==> src/rtl/wdl_pkg.sv <==
// wdl_pkg: shared types, codes and constants of the word dictionary lookup core
// no dependencies
`timescale 1ns / 1ps
`default_nettype none
package wdl_pkg;

  localparam int unsigned ENTRIES_DEF     = 64;
  localparam int unsigned NAME_CHARS_DEF  = 15;
  localparam int unsigned ACTION_BITS_DEF = 32;

  localparam logic [7:0] LOWER_A   = 8'h61;
  localparam logic [7:0] LOWER_Z   = 8'h7a;
  localparam logic [7:0] CASE_DIFF = 8'd32;

  typedef enum logic [1:0] {
    OP_DEFINE = 2'd0,
    OP_LOOKUP = 2'd1,
    OP_MARK   = 2'd2,
    OP_NOP    = 2'd3
  } op_e;

  typedef enum logic [1:0] {
    KIND_NONE      = 2'd0,
    KIND_IMMEDIATE = 2'd1,
    KIND_NORMAL    = 2'd2,
    KIND_RSVD      = 2'd3
  } kind_e;

  typedef enum logic [1:0] {
    ST_OK       = 2'd0,
    ST_TOO_LONG = 2'd1,
    ST_FULL     = 2'd2,
    ST_NO_ENTRY = 2'd3
  } status_e;

  typedef enum logic [1:0] {
    S_IDLE,
    S_SCAN,
    S_REPORT
  } state_e;

  typedef struct packed {
    logic [1:0]  op;
    logic [7:0]  word_len;
    logic [7:0]  ch;
    logic [31:0] action;
  } item_t;

  typedef struct packed {
    logic [1:0]  kind;
    logic [31:0] found_action;
    logic [5:0]  found_index;
    logic [1:0]  status;
    logic [31:0] latest_action;
  } result_t;

  function automatic logic [7:0] fold(input logic [7:0] c);
    logic [7:0] r;
    r = c;
    if (c >= LOWER_A && c <= LOWER_Z) r = c - CASE_DIFF;
    return r;
  endfunction

endpackage
`default_nettype wire

==> src/rtl/wdl_cell.sv <==
// wdl_cell: one dictionary entry holding a folded name, length, action and mark
// depends on wdl_pkg; compares one streamed character per cycle while cmp_en_i is high
`timescale 1ns / 1ps
`default_nettype none
module wdl_cell #(
  parameter int unsigned NAME_CHARS  = wdl_pkg::NAME_CHARS_DEF,
  parameter int unsigned ACTION_BITS = wdl_pkg::ACTION_BITS_DEF,
  parameter int unsigned CW          = $clog2(NAME_CHARS + 1)
) (
  input  wire logic                   clk_i,
  input  wire logic                   rst_ni,
  input  wire logic                   write_i,
  input  wire logic                   mark_i,
  input  wire logic [7:0]             len_i,
  input  wire logic [ACTION_BITS-1:0] action_i,
  input  wire logic [NAME_CHARS*8-1:0] wname_i,
  input  wire logic                   restart_i,
  input  wire logic                   cmp_en_i,
  input  wire logic [CW-1:0]          pos_i,
  input  wire logic [7:0]             ch_i,
  output logic                        match_o,
  output logic                        imm_o,
  output logic [ACTION_BITS-1:0]      action_o
);
  import wdl_pkg::*;

  logic [NAME_CHARS*8-1:0] name_q;
  logic [7:0]              len_q;
  logic [ACTION_BITS-1:0]  action_q;
  logic                    imm_q;
  logic                    cand_q, cand_d;

  always_ff @(posedge clk_i) begin
    if (write_i) begin
      name_q   <= wname_i;
      len_q    <= len_i;
      action_q <= action_i;
    end
  end

  always_ff @(posedge clk_i or negedge rst_ni) begin
    if (!rst_ni) begin
      imm_q  <= 1'b0;
      cand_q <= 1'b1;
    end else begin
      if (write_i) imm_q <= 1'b0;
      else if (mark_i) imm_q <= 1'b1;
      cand_q <= cand_d;
    end
  end

  always_comb begin
    cand_d = cand_q;
    if (restart_i) cand_d = (len_q == len_i);
    if (cmp_en_i && (restart_i || cand_q)) begin
      cand_d = (restart_i ? (len_q == len_i) : 1'b1) &&
               (name_q[pos_i*8 +: 8] == fold(ch_i));
    end
  end

  assign match_o  = cand_q;
  assign imm_o    = imm_q;
  assign action_o = action_q;
endmodule
`default_nettype wire

==> config.mk <==
export PLATFORM = sky130hd
export DESIGN_NAME = wdl_cell
export DESIGN_NICKNAME = d
export VERILOG_FILES = /design/src/rtl/wdl_pkg.sv /design/src/rtl/wdl_cell.sv
export SDC_FILE = /design/constraint.sdc
export NUM_CORES = 1
export LEC_CHECK = 0
export ABC_AREA = 1
export BUFFER_PORTS_ARGS = -buffer_cell sky130_fd_sc_hd__buf_2
export CAP_MARGIN = 25
export CORE_UTILIZATION = 40
export DETAILED_ROUTE_END_ITERATION = 8
export PLACE_DENSITY = 0.64
export SKIP_CTS_REPAIR_TIMING = 1
export SYNTH_ARGS = -nofsm -noshare
export SYNTH_HDL_FRONTEND = slang
export SYNTH_SLANG_ARGS = --single-unit
export TNS_END_PERCENT = 50
==> constraint.sdc <==
create_clock -name clk_i -period 1.8 [get_ports clk_i]
set_input_delay 0.54 -clock clk_i [delete_from_list [all_inputs] [get_ports clk_i]]
set_output_delay 0.54 -clock clk_i [all_outputs]
set_load 0.02 [all_outputs]
==> impl_metrics.toml <==
[route]
wl_per_cell_microns = 15.3
dr.pass1.iters = 5
drc = 0
vias = 5012
drt_iter0_drc = 313
ant_nets = 0
via_per_inst = 4.72
wl_microns = 16300

[pwr]
power_density_nw_per_um2 = 1020
leakage_nw = 4.00
power.internal_mw = 6.74
pwr-share-comb_pct = 10.7
switching_share_pct = 25.5
peakVddDrop_uv = 739
p_clk_share_pct = 38.8
power_frac_seq_pct = 50.5
switchingPower_mw = 2.31

[synthesis]
ys_seq_area_share_pct = 72.5
synth_edf_count = 160
ys_types = 27
synth_seq_cells = 162
syn_avg_cell_area_sq_um = 11.5
syn_inst = 584
synthFlopType = "edfxtp_1"
netlist_area_sq_um = 6700
async_flop_share_pct = 1.23
synth_fp_nets = 763
yosysWarnings = 0

[placement]
place.detailed.hpwl_microns = 12300
pre_cts_ws_ns = -0.287
place_inst = 1026
portBuffers = 211
gp_congestion = 0.826

[critical_path]
arrival_ns = 1.15
crit_fanout = 3
cp-startpoint = "match_o"
required_ns = 1.26
crit_path_end_kind = "output pin"
rr_worst_depth = 12
crit_chain = "buf_2"
critPathTopFamily = "flip-flops"
r2r-start = "name_q[69]"
crit_cells = 1
cp_slowest_stage_delay_ns = 0.55
cp-start-kind = "flip-flop"
slowest_stage = "dfstp_2"
crit_type = "flip-flop to output pin"
cp_num_buf_inv = 1

[min_path]
hold_depth = 1
min_from = "action_i[18]"
hold_class = "input pin to flip-flop"

[grt]
grt_use_total_pct = 19.8
overflow = 0
first_global_vias = 5320
antenna_found_initial = 2
grt_max_degree = 40
grt_pass1_wl_microns = 25900

[sta]
hold_slack_ns = 0.280
drv_slew = 0
setup_viol_count_final = 0
fin_worst_skew_ns = 0.00856
min_period_over_period_pct = 93.7
worst_pin_slew_ns = 0.346
fin_ws_ns = 0.113
slew_headroom_pct = 76.8
finalHoldViolCount = 0
fmax_mhz = 593
period_minus_slack_ns = 1.69

[final_layout]
area_delta_synth_final_pct = 32.7
nFillCells = 1449
layout_commonest_cell = "buf_2"
final_util_pct = 55.2
drive_gt1_share_pct = 34.4
nets = 1009
stdcell_count = 1061
layout_common_cells = "buf_2 (210), nand2_1 (188), edfxtp_1 (160)"

[floorplanning]
die_h_microns = 131
die_w_microns = 131
coreArea_sq_um = 16100
rows = 46
initial_core_util_pct = 41.6
io_pins = 212
fp.dieArea_sq_um = 17300

[run]
cap_violations = 0

[run_status]
status = "completed"

[clock_network]
cts.clk_slew.worst_paths_ns = 0.07
cts_buffer_depth = 2
htreeDepth = 4
clkLatencyLatePin_ns = 0.43
cts.sinks = 162
cts-root-buf = "clkbuf_16"
cts_tree = "built"
cts-buffers-inserted = 17
[cells by family after synthesis]
logic type      Yosys count  share of synthesized area (%)
compound gates           11                          0.897
xor+xnor                  5                          0.654
fa+ha+maj                 1                          0.187
buf+inv                  78                           5.10
flops                   162                           72.5
simple gates            327                           20.7
[registers in the layout (all words and copies together), names as in the netlist]
register,flops
name_q,120
action_o,32
len_q,8
imm_o,1
match_o,1
[power by group through the flow]
stage / registers [mW] / clock network, mW / logic [mW]
detailed placement: 4.66 / 0 / 0.969
CTS: 4.58 / 3.59 / 0.976
finish: 4.57 / 3.52 / 0.968
global placement: 4.65 / 0 / 0.954
floorplan: 4.71 / 0 / 0.380
global route: 4.60 / 3.74 / 1.07
[cell type report]
cell class,count,area [sq um],area share [%]
Antenna cell,2,5.00,0.0563
Clock buffer,17,425,4.79
Clock inverter,15,174,1.96
Inverter,55,206,2.32
Multi-Input combinational cell,344,1500,16.9
Sequential cell,162,4860,54.6
Tap cell,216,270,3.04
Timing Repair Buffer,250,1450,16.3
[per-layer routing]
metal / vias up / wire length [microns] / global-route usage (%)
li1: 2472 / - / -
met1: 2344 / 6740 / 23.6
met2: 178 / 8370 / 34.2
met3: 18 / 965 / 5.52
met4: 0 / 177 / 6.98
met5: - / 0 / 0
[worst paths after layout]
path,end,slack (ns)
worst max-delay path,match_o,0.11
worst min-delay path,action_o[18],0.28
worst max register to register,match_o,0.34
worst min register to register,match_o,0.50
max in group asynchronous,match_o,1.18
min in group asynchronous,imm_o,0.43
[synthesized netlist by cell type, types with 2 or more instances]
master | number | share of area (%)
inv_1 | 51 | 2.9
nand2_1 | 188 | 11
nor2_1 | 32 | 1.8
buf_2 | 15 | 1.1
or2_2 | 5 | 0.47
nand3b_1 | 2 | 0.22
buf_4 | 6 | 0.67
nand3_1 | 90 | 6.7
a21oi_1 | 3 | 0.22
edfxtp_1 | 160 | 72
inv_2 | 3 | 0.17
xnor2_1 | 5 | 0.65
nand4_1 | 4 | 0.37
o21ai_0 | 5 | 0.37
or2_0 | 3 | 0.28
[stage by stage]
step,area (sq um),setup TNS (ns),total power [mW]
CTS,8870,0,9.14
floorplan,6700,0,5.09
finish,8890,0,9.06
detailed placement,8270,-0.287,5.63
global placement,8270,-0.264,5.61
global route,8890,-0.00353,9.41
Power figures use the tool's default switching activity.
